<file path="config.mk">
export PLATFORM = sky130hd
export DESIGN_NAME = msc_core
export DESIGN_NICKNAME = d
export VERILOG_FILES = /design/src/msc_pkg.sv /design/src/msc_ram.sv /design/src/msc_core.sv
export SDC_FILE = /design/constraint.sdc
export NUM_CORES = 2
export LEC_CHECK = 0
export BUFFER_PORTS_ARGS = -buffer_cell sky130_fd_sc_hd__clkbuf_2
export CORE_MARGIN = 3
export CORE_UTILIZATION = 40
export CTS_CLUSTER_SIZE = 20
export DETAILED_ROUTE_END_ITERATION = 8
export PLACE_DENSITY = 0.67
export SKIP_CTS_REPAIR_TIMING = 1
export SLEW_MARGIN = 25
export SYNTH_ARGS = -nofsm -noshare
export SYNTH_HDL_FRONTEND = slang
export SYNTH_SLANG_ARGS = --single-unit
export TNS_END_PERCENT = 30
</file>
<file path="constraint.sdc">
create_clock -name aclk -period 16.4 [get_ports aclk]
set_input_delay 3.28 -clock aclk [delete_from_list [all_inputs] [get_ports aclk]]
set_output_delay 3.28 -clock aclk [all_outputs]
set_load 0.02 [all_outputs]
</file>
<file path="src/msc_pkg.sv">
// Package for the mass-spring chain block: codes, defaults, shared types.
// Depends on nothing.
`timescale 1ns / 1ps

package msc_pkg;

    localparam int MAX_NODES_DEF   = 16;
    localparam int VALUE_WIDTH_DEF = 32;
    localparam int MAX_SUBSTEPS    = 64;
    localparam int COEF_W          = 31;

    localparam logic [1:0] FUNC_ADVANCE = 2'd0;
    localparam logic [1:0] FUNC_SET_POS = 2'd1;
    localparam logic [1:0] FUNC_SET_VEL = 2'd2;

    localparam logic [2:0] CFG_NODE_COUNT   = 3'd0;
    localparam logic [2:0] CFG_SUBSTEPS     = 3'd1;
    localparam logic [2:0] CFG_SUBSTEP_TIME = 3'd2;
    localparam logic [2:0] CFG_STIFFNESS    = 3'd3;
    localparam logic [2:0] CFG_INVERSE_MASS = 3'd4;
    localparam logic [2:0] CFG_DAMPING      = 3'd5;

    typedef struct packed {
        logic [4:0]        node_count;
        logic [6:0]        substeps;
        logic [COEF_W-1:0] substep_time;
        logic [COEF_W-1:0] stiffness;
        logic [COEF_W-1:0] inverse_mass;
        logic [COEF_W-1:0] damping;
    } cfg_t;

    typedef struct packed {
        logic               start;
        logic [1:0]         func;
        logic [3:0]         node_index;
        logic signed [31:0] set_value;
    } cmd_t;

    typedef struct packed {
        logic idle;
        logic done;
    } status_t;

    typedef enum logic [3:0] {
        ST_IDLE,
        ST_SS0,
        ST_SS1,
        ST_SS2,
        ST_RD,
        ST_CAP,
        ST_K,
        ST_D,
        ST_IM,
        ST_V,
        ST_X,
        ST_DONE
    } state_t;

endpackage

</file>
<file path="src/msc_ram.sv">
// Generic single-port-write, registered-read RAM.
// No dependencies.
`timescale 1ns / 1ps

module msc_ram #(
    parameter int WIDTH = 32,
    parameter int DEPTH = 16
) (
    input  logic                     aclk,
    input  logic                     we,
    input  logic [$clog2(DEPTH)-1:0] waddr,
    input  logic [WIDTH-1:0]         wdata,
    input  logic [$clog2(DEPTH)-1:0] raddr,
    output logic [WIDTH-1:0]         rdata
);

    logic [WIDTH-1:0] mem [DEPTH];
    logic [WIDTH-1:0] rdata_reg;

    always_ff @(posedge aclk) begin
        if (we) begin
            mem[waddr] <= wdata;
        end
        rdata_reg <= mem[raddr];
    end

    assign rdata = rdata_reg;

endmodule

</file>
<file path="src/msc_core.sv">
// Sequencer and datapath: walks the chain node by node out of two RAMs.
// Depends on msc_pkg and msc_ram.
`timescale 1ns / 1ps

module msc_core #(
    parameter int MAX_NODES   = msc_pkg::MAX_NODES_DEF,
    parameter int VALUE_WIDTH = msc_pkg::VALUE_WIDTH_DEF
) (
    input  logic                          aclk,
    input  logic                          aresetn,
    input  msc_pkg::cfg_t                 cfg,
    input  msc_pkg::cmd_t                 cmd,
    output msc_pkg::status_t              status,
    output logic signed [VALUE_WIDTH-1:0] pos1
);

    localparam int NW   = $clog2(MAX_NODES);
    localparam int VW   = VALUE_WIDTH;
    localparam int AW   = VW + 2;
    localparam int FRAC = VW - 8;
    localparam int PW   = AW + msc_pkg::COEF_W + 1;

    msc_pkg::state_t state_reg, state_next;

    logic [NW-1:0]        i_reg, i_next;
    logic [6:0]           step_reg, step_next;
    logic signed [VW-1:0] xl_reg, xl_next, xc_reg, xc_next, xr_reg, xr_next;
    logic signed [VW-1:0] v_reg, v_next, acc_reg, acc_next, pos1_reg, pos1_next;
    logic [MAX_NODES-1:0] pv_reg, pv_next, vv_reg, vv_next;
    logic                 pvq_reg, vvq_reg;

    logic          pos_we, vel_we;
    logic [NW-1:0] pos_waddr, vel_waddr, pos_raddr, vel_raddr;
    logic [VW-1:0] pos_wdata, vel_wdata, pos_q, vel_q;
    logic signed [VW-1:0] pos_rd, vel_rd;

    logic [NW-1:0] last;
    logic [6:0]    steps_eff;
    logic          is_last, set_ok;
    logic signed [VW-1:0] set_val;

    logic signed [AW-1:0]             mul_a;
    logic [msc_pkg::COEF_W-1:0]       mul_c;
    logic signed [PW-1:0]             prod;
    logic signed [VW-1:0]             mul_res;
    logic signed [VW-1:0]             x_new;

    msc_ram #(.WIDTH(VW), .DEPTH(MAX_NODES)) u_pos_ram (
        .aclk(aclk), .we(pos_we), .waddr(pos_waddr), .wdata(pos_wdata),
        .raddr(pos_raddr), .rdata(pos_q)
    );

    msc_ram #(.WIDTH(VW), .DEPTH(MAX_NODES)) u_vel_ram (
        .aclk(aclk), .we(vel_we), .waddr(vel_waddr), .wdata(vel_wdata),
        .raddr(vel_raddr), .rdata(vel_q)
    );

    // Never-written entries read as zero.
    assign pos_rd = pvq_reg ? signed'(pos_q) : '0;
    assign vel_rd = vvq_reg ? signed'(vel_q) : '0;

    // Saturate the configured sizes.
    always_comb begin
        if (int'(cfg.node_count) > MAX_NODES) begin
            last = NW'(MAX_NODES - 1);
        end else if (cfg.node_count < 5'd3) begin
            last = NW'(2);
        end else begin
            last = NW'(cfg.node_count - 5'd1);
        end
        if (cfg.substeps == 7'd0) begin
            steps_eff = 7'd1;
        end else if (cfg.substeps > 7'(msc_pkg::MAX_SUBSTEPS)) begin
            steps_eff = 7'(msc_pkg::MAX_SUBSTEPS);
        end else begin
            steps_eff = cfg.substeps;
        end
    end

    assign is_last = (i_reg == last);
    assign set_ok  = int'(cmd.node_index) < MAX_NODES;
    assign set_val = VW'(cmd.set_value);

    // Shared multiplier: floor(a * c / 2^FRAC), wrapped to VW bits.
    always_comb begin
        mul_a = AW'(v_reg);
        mul_c = cfg.substep_time;
        case (state_reg)
            msc_pkg::ST_K: begin
                if (is_last) begin
                    mul_a = AW'(xl_reg) - AW'(xc_reg);
                end else begin
                    mul_a = AW'(xl_reg) + AW'(xr_reg) - (AW'(xc_reg) <<< 1);
                end
                mul_c = cfg.stiffness;
            end
            msc_pkg::ST_D: begin
                mul_a = AW'(v_reg);
                mul_c = cfg.damping;
            end
            msc_pkg::ST_IM: begin
                mul_a = AW'(acc_reg);
                mul_c = cfg.inverse_mass;
            end
            msc_pkg::ST_V: begin
                mul_a = AW'(acc_reg);
                mul_c = cfg.substep_time;
            end
            default: begin
                mul_a = AW'(v_reg);
                mul_c = cfg.substep_time;
            end
        endcase
    end

    assign prod    = PW'(mul_a) * signed'(PW'({1'b0, mul_c}));
    assign mul_res = prod[FRAC+VW-1:FRAC];
    assign x_new   = xc_reg + mul_res;

    // Next state.
    always_comb begin
        state_next = state_reg;
        case (state_reg)
            msc_pkg::ST_IDLE: begin
                if (cmd.start) begin
                    state_next = (cmd.func == msc_pkg::FUNC_ADVANCE) ? msc_pkg::ST_SS0
                                                                     : msc_pkg::ST_DONE;
                end
            end
            msc_pkg::ST_SS0:  state_next = msc_pkg::ST_SS1;
            msc_pkg::ST_SS1:  state_next = msc_pkg::ST_SS2;
            msc_pkg::ST_SS2:  state_next = msc_pkg::ST_RD;
            msc_pkg::ST_RD:   state_next = msc_pkg::ST_CAP;
            msc_pkg::ST_CAP:  state_next = msc_pkg::ST_K;
            msc_pkg::ST_K:    state_next = is_last ? msc_pkg::ST_D : msc_pkg::ST_IM;
            msc_pkg::ST_D:    state_next = msc_pkg::ST_IM;
            msc_pkg::ST_IM:   state_next = msc_pkg::ST_V;
            msc_pkg::ST_V:    state_next = msc_pkg::ST_X;
            msc_pkg::ST_X: begin
                if (!is_last) begin
                    state_next = msc_pkg::ST_RD;
                end else if (step_reg + 7'd1 >= steps_eff) begin
                    state_next = msc_pkg::ST_DONE;
                end else begin
                    state_next = msc_pkg::ST_SS0;
                end
            end
            msc_pkg::ST_DONE: state_next = msc_pkg::ST_IDLE;
            default: state_next = msc_pkg::ST_IDLE;
        endcase
    end

    // Memory control and datapath.
    always_comb begin
        pos_we    = 1'b0;
        vel_we    = 1'b0;
        pos_waddr = NW'(cmd.node_index);
        vel_waddr = NW'(cmd.node_index);
        pos_wdata = set_val;
        vel_wdata = set_val;
        pos_raddr = NW'(i_reg + NW'(1));
        vel_raddr = i_reg;
        i_next    = i_reg;
        step_next = step_reg;
        xl_next   = xl_reg;
        xc_next   = xc_reg;
        xr_next   = xr_reg;
        v_next    = v_reg;
        acc_next  = acc_reg;
        pos1_next = pos1_reg;
        pv_next   = pv_reg;
        vv_next   = vv_reg;
        case (state_reg)
            msc_pkg::ST_IDLE: begin
                step_next = '0;
                if (cmd.start && set_ok) begin
                    if (cmd.func == msc_pkg::FUNC_SET_POS) begin
                        pos_we = 1'b1;
                        pv_next[NW'(cmd.node_index)] = 1'b1;
                        if (NW'(cmd.node_index) == NW'(1)) begin
                            pos1_next = set_val;
                        end
                    end else if (cmd.func == msc_pkg::FUNC_SET_VEL) begin
                        vel_we = 1'b1;
                        vv_next[NW'(cmd.node_index)] = 1'b1;
                    end
                end
            end
            msc_pkg::ST_SS0: pos_raddr = '0;
            msc_pkg::ST_SS1: begin
                pos_raddr = NW'(1);
                xl_next   = pos_rd;
            end
            msc_pkg::ST_SS2: begin
                xc_next = pos_rd;
                i_next  = NW'(1);
            end
            msc_pkg::ST_CAP: begin
                xr_next = pos_rd;
                v_next  = vel_rd;
            end
            msc_pkg::ST_K:  acc_next = mul_res;
            msc_pkg::ST_D:  acc_next = acc_reg - mul_res;
            msc_pkg::ST_IM: acc_next = mul_res;
            msc_pkg::ST_V:  v_next   = v_reg + mul_res;
            msc_pkg::ST_X: begin
                pos_we    = 1'b1;
                vel_we    = 1'b1;
                pos_waddr = i_reg;
                vel_waddr = i_reg;
                pos_wdata = x_new;
                vel_wdata = v_reg;
                pv_next[i_reg] = 1'b1;
                vv_next[i_reg] = 1'b1;
                if (i_reg == NW'(1)) begin
                    pos1_next = x_new;
                end
                xl_next = xc_reg;
                xc_next = xr_reg;
                i_next  = NW'(i_reg + NW'(1));
                if (is_last) begin
                    step_next = step_reg + 7'd1;
                end
            end
            default: begin
            end
        endcase
    end

    always_ff @(posedge aclk) begin
        if (!aresetn) begin
            state_reg <= msc_pkg::ST_IDLE;
            pv_reg    <= '0;
            vv_reg    <= '0;
            pos1_reg  <= '0;
            step_reg  <= '0;
            i_reg     <= '0;
        end else begin
            state_reg <= state_next;
            pv_reg    <= pv_next;
            vv_reg    <= vv_next;
            pos1_reg  <= pos1_next;
            step_reg  <= step_next;
            i_reg     <= i_next;
        end
        pvq_reg <= pv_reg[pos_raddr];
        vvq_reg <= vv_reg[vel_raddr];
        xl_reg  <= xl_next;
        xc_reg  <= xc_next;
        xr_reg  <= xr_next;
        v_reg   <= v_next;
        acc_reg <= acc_next;
    end

    assign status.idle = (state_reg == msc_pkg::ST_IDLE);
    assign status.done = (state_reg == msc_pkg::ST_DONE);
    assign pos1        = pos1_reg;

endmodule

</file>
* Word-level counts from Yosys, hierarchy flattened
Memories as Yosys holds them, arrays and structs flattened. A register that Yosys moved wholly into a read port is not among the register bits.
Index checks and enable logic that the tools add are counted.
Widths: inputs -> output; s select.
** Storage, ports and cells
- Logic and storage cells :: 134
- Output and inout port bits :: 34
- Memories kept :: 2
- Memory bits (writable) :: 1024
- Bits in registers :: 241
** Memory list
- u_pos_ram.mem :: depth 16, width 32, read ports 1, clocked after memory_dff 1, write ports 1, RTL line msc_ram.sv:17 : logic [WIDTH-1:0] mem [DEPTH];
- u_vel_ram.mem :: depth 16, width 32, read ports 1, clocked after memory_dff 1, write ports 1, RTL line msc_ram.sv:17
** Operators by class
- Multipliers :: 1
- Eq/ne operators :: 23
- Bitwise logic cells :: 4
- $lt $le $gt $ge :: 9
- Add/sub/neg operators :: 9
- Multiplexer cells :: 57
- Reduce and logical (&&, ||, !) cells :: 16
** Operator list (count)
- $pmux 32 s2 :: 5
- $mux 32 :: 8
- $pmux 31 s3 :: 1
- $mux 16 :: 5
- $pmux 34 s2 :: 1
- $add 32x32->32 :: 2
- $or 16x16->16 :: 4
- $pmux 16 s2 :: 2
- $mul 34x32->56 :: 1
- $pmux 4 s11 :: 1
- $mux 34 :: 1
- $sub 33x33->34 :: 1
- $add 32x32->33 :: 1
- $sub 32x32->33 :: 1
- $mux 4 :: 8
- $sub 32x32->32 :: 1
- $mux 7 :: 3
- $eq 4x3->1 const B :: 4
- $eq 4x4->1 const B :: 4
- $pmux 4 s2 :: 2
- $lt 4x5->1 const B :: 3
- $pmux 7 s2 :: 1
- $mux 1 :: 13
- $eq 4x1->1 const B :: 3
- other kinds (27) :: 43

* Longest topological paths before layout
- Depth after elaboration :: 10
- Depth in mapped cells :: 66
- Depth with buffers taken out :: 65

* Cells and area by module
From an unflattened synthesis, not the netlist that was laid out.
** Unflattened totals
- Cell total of the unflattened synthesis :: 7873
- Area, all modules :: 93295.7 um^2
** Modules (own cells, without submodules)
- msc_core :: times used 1, area an instance 53625.2 um^2, cells an instance 6197, seq. area each 6426.2 um^2
- msc_ram :: times used 2, area an instance 19835.3 um^2, cells an instance 838, seq. area each 16015.4 um^2

* Worst setup path after synthesis
No wires, ideal clock.
- Kind :: input port to flip-flop
- Start point :: in cfg[131] (netlist name)
- End point :: reg pos1_reg[31], in the netlist pos1[31]
- Data arrival time :: 17043 ps
- Setup time :: 59 ps
- Required time :: 16341 ps
- Stages :: 58
- Path buffers :: 3
- Slack :: -702 ps
- Cells stage by stage :: inv_1 ha_1 inv_1 o31a_1 o31a_1 o22ai_1 or2_0 buf_4 clkbuf_1 clkbuf_1 a211oi_1 a221oi_1 nor2_1 fa_1 fa_1 fa_1 inv_1 fa_1 (+22 left out) a21oi_1 o21bai_1 a2111oi_0 o21bai_1 a21oi_1 nor2b_1 o41ai_1 o21ai_0 o41ai_1 o21ai_0 or4_1 a31o_2 a21o_1 a21oi_1 a21oi_1 xnor2_1 o21ai_1 a31o_2
** On the way
- Longest elaborated chain between the ends :: 10
** Ends and longest elaborated chain
- start, declared :: RTL line msc_core.sv:11 : input msc_pkg::cfg_t cfg,
- $sub 4x1->4 or $lt 5x2->1 (tied branches) :: RTL line msc_core.sv:69, msc_core.sv:66
- $mux 4 :: RTL line msc_core.sv:66 : end else if (cfg.node_count < 5'd3) begin
- $mux 4 (*) :: RTL line msc_core.sv:64 : if (int'(cfg.node_count) > MAX_NODES) begin
- $eq 4x4->1 (*) :: RTL line msc_core.sv:80 : assign is_last = (i_reg == last);
- $mux 34 (*) :: RTL line msc_core.sv:90 : if (is_last) begin
- $pmux 34 s2 (*) :: RTL line msc_core.sv:88 : case (state_reg)
- $mul 34x32->56 (*) :: RTL line msc_core.sv:116 : assign prod = PW'(mul_a) * signed'(PW'({1'b0, mul_c}));
- $add 32x32->32 (*) :: RTL line msc_core.sv:118 : assign x_new = xc_reg + mul_res;
- $mux 32 (*) :: RTL line msc_core.sv:215 : if (i_reg == NW'(1)) begin
- $pmux 32 s2 (*) :: RTL line msc_core.sv:173 : case (state_reg)
- named net pos1_next[31] :: RTL line msc_core.sv:28 : logic signed [VW-1:0] v_reg, v_next, acc_reg, acc_next, pos1_reg, pos1_next;
- end signal, assigned :: RTL line msc_core.sv:242 : pos1_reg <= pos1_next;
- end, declared :: RTL line msc_core.sv:28
Mark *: on every way through the listed nets, which the timed path passes. The rest lies on a longest branch. The select of a mux whose other input is x is not followed.
A chain may end at the register's enable or synchronous reset.

* Worst setup path after layout
- Start point :: in cfg[132] (netlist name)
- End point :: reg acc_reg[31] (data pin)
** On the way
- Longest elaborated chain between the ends :: 9
** Ends and longest elaborated chain
- $sub 4x1->4 or $lt 5x2->1 (tied branches) :: RTL line msc_core.sv:69, msc_core.sv:66
- $mux 4 :: RTL line msc_core.sv:66
- $mux 4 (*) :: RTL line msc_core.sv:64
- $eq 4x4->1 (*) :: RTL line msc_core.sv:80
- $mux 34 (*) :: RTL line msc_core.sv:90
- $pmux 34 s2 (*) :: RTL line msc_core.sv:88
- $mul 34x32->56 (*) :: RTL line msc_core.sv:116
- $sub 32x32->32 :: RTL line msc_core.sv:203 : msc_pkg::ST_D: acc_next = acc_reg - mul_res;
- $pmux 32 s2 (*) :: RTL line msc_core.sv:173
- named net acc_next[31] :: RTL line msc_core.sv:28
- end signal, assigned :: RTL line msc_core.sv:252 : acc_reg <= acc_next;
- end, declared :: RTL line msc_core.sv:28
Mark *: on every way through the listed nets, which the timed path passes. The rest lies on a longest branch.

==> run_results.csv <==
group,metric,value,unit
detailed_routing,final_antenna_net_count,0,
timing,skew,0.0410,ns
clocking,clock-root-buffer,"clkbuf_16",
critical_path,path_class,"input port to register",
synth,synth_area_per_cell,11.9,um2
critical_path,crit_path_end_kind,"register",
timing,drv_slew,0,
synth,ys_warn_count,0,
finish,drive_gt1_frac,0.206,
detailed_routing,drc,0,
floorplan,die_h,489,um
global_routing,grt_max_degree,113,
critical_path,slowest_stage,"fa_1",
floorplan,design.portCount,211,
global_routing,grt_antenna_before_repair,16,
placement,io_buffers,210,
synth,seq_area_frac_synth,0.412,
floorplan,rows,176,
finish,syn2layout_area_growth,17.3,%
hold_path,holdCritPathClass,"register to register",
timing,final.min_clock_period,16.08,ns
synth,synth_top_area_cell,"edfxtp_1",
flow_run,drv_cap,0,
clocking,htree_num_levels,4,
synth,synth_area_leaders,"edfxtp_1, fa_1, mux4_2",
global_routing,grt_pass1_wl,431,mm
detailed_routing,vias_per_cell,5.52,
timing,finalHoldViolations,0,
critical_path,slowest_delay,0.60,ns
critical_path,cp_top_family,"adder cells",
synth,synth_edf_count,1184,
finish,layout.nets,10200,
finish,top_regs,"u_pos_ram.mem (512), u_vel_ram.mem (512)",
clocking,cts_tree,"built",
placement,hpwl,216,mm
critical_path,cp.arrival,16.58,ns
synth,synthArstFlopShare,0,
timing,worst_slew_pin_slew,1.09,ns
finish,fill_cells,20400,
critical_path,cpMostUsedCell,"fa_1",
floorplan,die_w,489,um
floorplan,coreArea,231000,um2
synth,ys_ff_latch,1329,
timing,slew-limit-headroom,0.274,
timing,fmax,0.0622,GHz
placement,pre_cts_ws,-1.23,ns
detailed_routing,drt_iter0_drc,7032,
synth,syn-num-nets,9368,
critical_path,crit_fanout,11,
critical_path,worstPathRequired,16.90,ns
placement,placed_cell_area,104000,um2
global_routing,grt.overflow.total,0,
placement,place_congestion,0.962,
detailed_routing,vias,65000,
clocking,cts_buffers,137,
detailed_routing,routed_wl,289,mm
global_routing,grtUsageTotal,0.242,
floorplan,start_util,0.404,
timing,fin_ws,0.324,ns
clocking,clock-sinks,1329,
run_status,status,"finished clean",
synth,ys.flop_type,"edfxtp_1",
clocking,cts_buffer_depth,3,
synth,synth_area,93400,um2
timing,min_period_over_period,0.980,
synth,synth_cells,7829,
timing,setup_violations,0,
finish,final_area,110000,um2
floorplan,die_area,239000,um2
critical_path,crit_buf_inv,14,
timing,hold_ws,0.466,ns
timing,setup_tns,0,ns
clocking,path_clk_slew,0.06,ns
clocking,insertion_delay,0.78,ns
detailed_routing,wire_per_inst,24.5,um
synth,yosysUniqueCellTypes,93,
synth,yosys.area.top_type_share,0.381,
global_routing,grt_pass1_vias,67100,
detailed_routing,drt-pass1-iter-count,6,
critical_path,start_kind,"input port",
==> final cells by class <==
class	count	area [um2]	share of cell area
Clock inverter	62	672	0.00613
Tap cell	3026	3790	0.0346
Sequential cell	1329	38500	0.351
Inverter	1192	4480	0.0409
Multi-Input combinational cell	4947	50600	0.462
Clock buffer	192	3840	0.0350
Timing Repair Buffer	1021	7680	0.0701
Antenna cell	10	25.0	0.000228
==> through the flow <==
step	util	std cells
2_1_floorplan	-	7829
3_3_place_gp	0.449	11500
3_5_place_dp	0.449	11500
4_1_cts	0.469	11700
5_1_grt	0.474	11800
6_report	0.474	11800
==> kinds of logic (layout without fill, tap and decap cells) <==
kind of cell | Yosys count | after routing | share of synthesized area
XOR/XNOR | 214 | 214 | 0.0207
adder cells (fa/ha/maj) | 1366 | 1366 | 0.265
buffers and inverters | 1554 | 2467 | 0.0625
AO/OA/AOI/OAI | 985 | 985 | 0.0728
other | 0 | 10 | 0
flip-flops | 1329 | 1329 | 0.412
multiplexers | 305 | 305 | 0.0725
AND/OR/NAND/NOR | 2076 | 2077 | 0.0949
==> routing by layer <==
| layer | vias up | global-route usage | routed length (um) |
|---|---|---|---|
| met5 | - | 0 | 7 |
| met4 | 2 | 0.0791 | 10400 |
| met3 | 496 | 0.0584 | 30300 |
| met2 | 3240 | 0.382 | 134000 |
| met1 | 33200 | 0.328 | 115000 |
| li1 | 28000 | - | - |
==> synth_stat cells (39+ instances only) <==
cell type     n
xnor2_1     142
nand2_1     846
inv_1      1188
clkbuf_1    308
a21o_1      156
o21bai_1     39
and2_1       99
ha_1        340
o21a_1       67
a31oi_1      61
nand2b_1     43
edfxtp_1   1184
fa_1       1022
nor2b_1      84
nor3_1       59
xor2_1       67
a21oi_1     192
a211oi_1     57
mux4_2      297
o21ai_0     147
buf_1        51
nor2_1      738
nand3_1     105
dfxtp_1     145
==> path summary, 6_finish.rpt <==
path	startpoint	end	slack, ns	depth (start not counted)
setup / recovery	cfg[132]	acc_reg[31]	0.32	58
setup reg to reg	xc_reg[1]	acc_reg[31]	0.84	61
hold / removal	pv_reg[10]	pv_reg[10]	0.47	1
hold reg to reg	pv_reg[10]	pv_reg[10]	0.47	1
==> layout by cell type, fill, tap and decap left out, drive strengths merged, types with 145 or more instances in the layout <==
cell       n
o21ai    170
ha       340
nand2    846
fa      1022
clkbuf   401
nor2     739
inv     1197
a21o     156
a21oi    192
mux4     297
dfxtp    145
edfxtp  1184
buf      812
==> worst reg2reg max path, delay by kind of cell, from the launching register on <==
family / cells / cell delay [ns]
compound gates: 26 / 5.74
xor+xnor: 4 / 0.66
fa+ha+maj: 12 / 5.55
buf+inv: 5 / 0.44
flops: 1 / 0.52
simple gates: 14 / 2.41
Power is not shown: default switching activity piles up to over one toggle a cycle in this logic, so the estimate is an artifact.
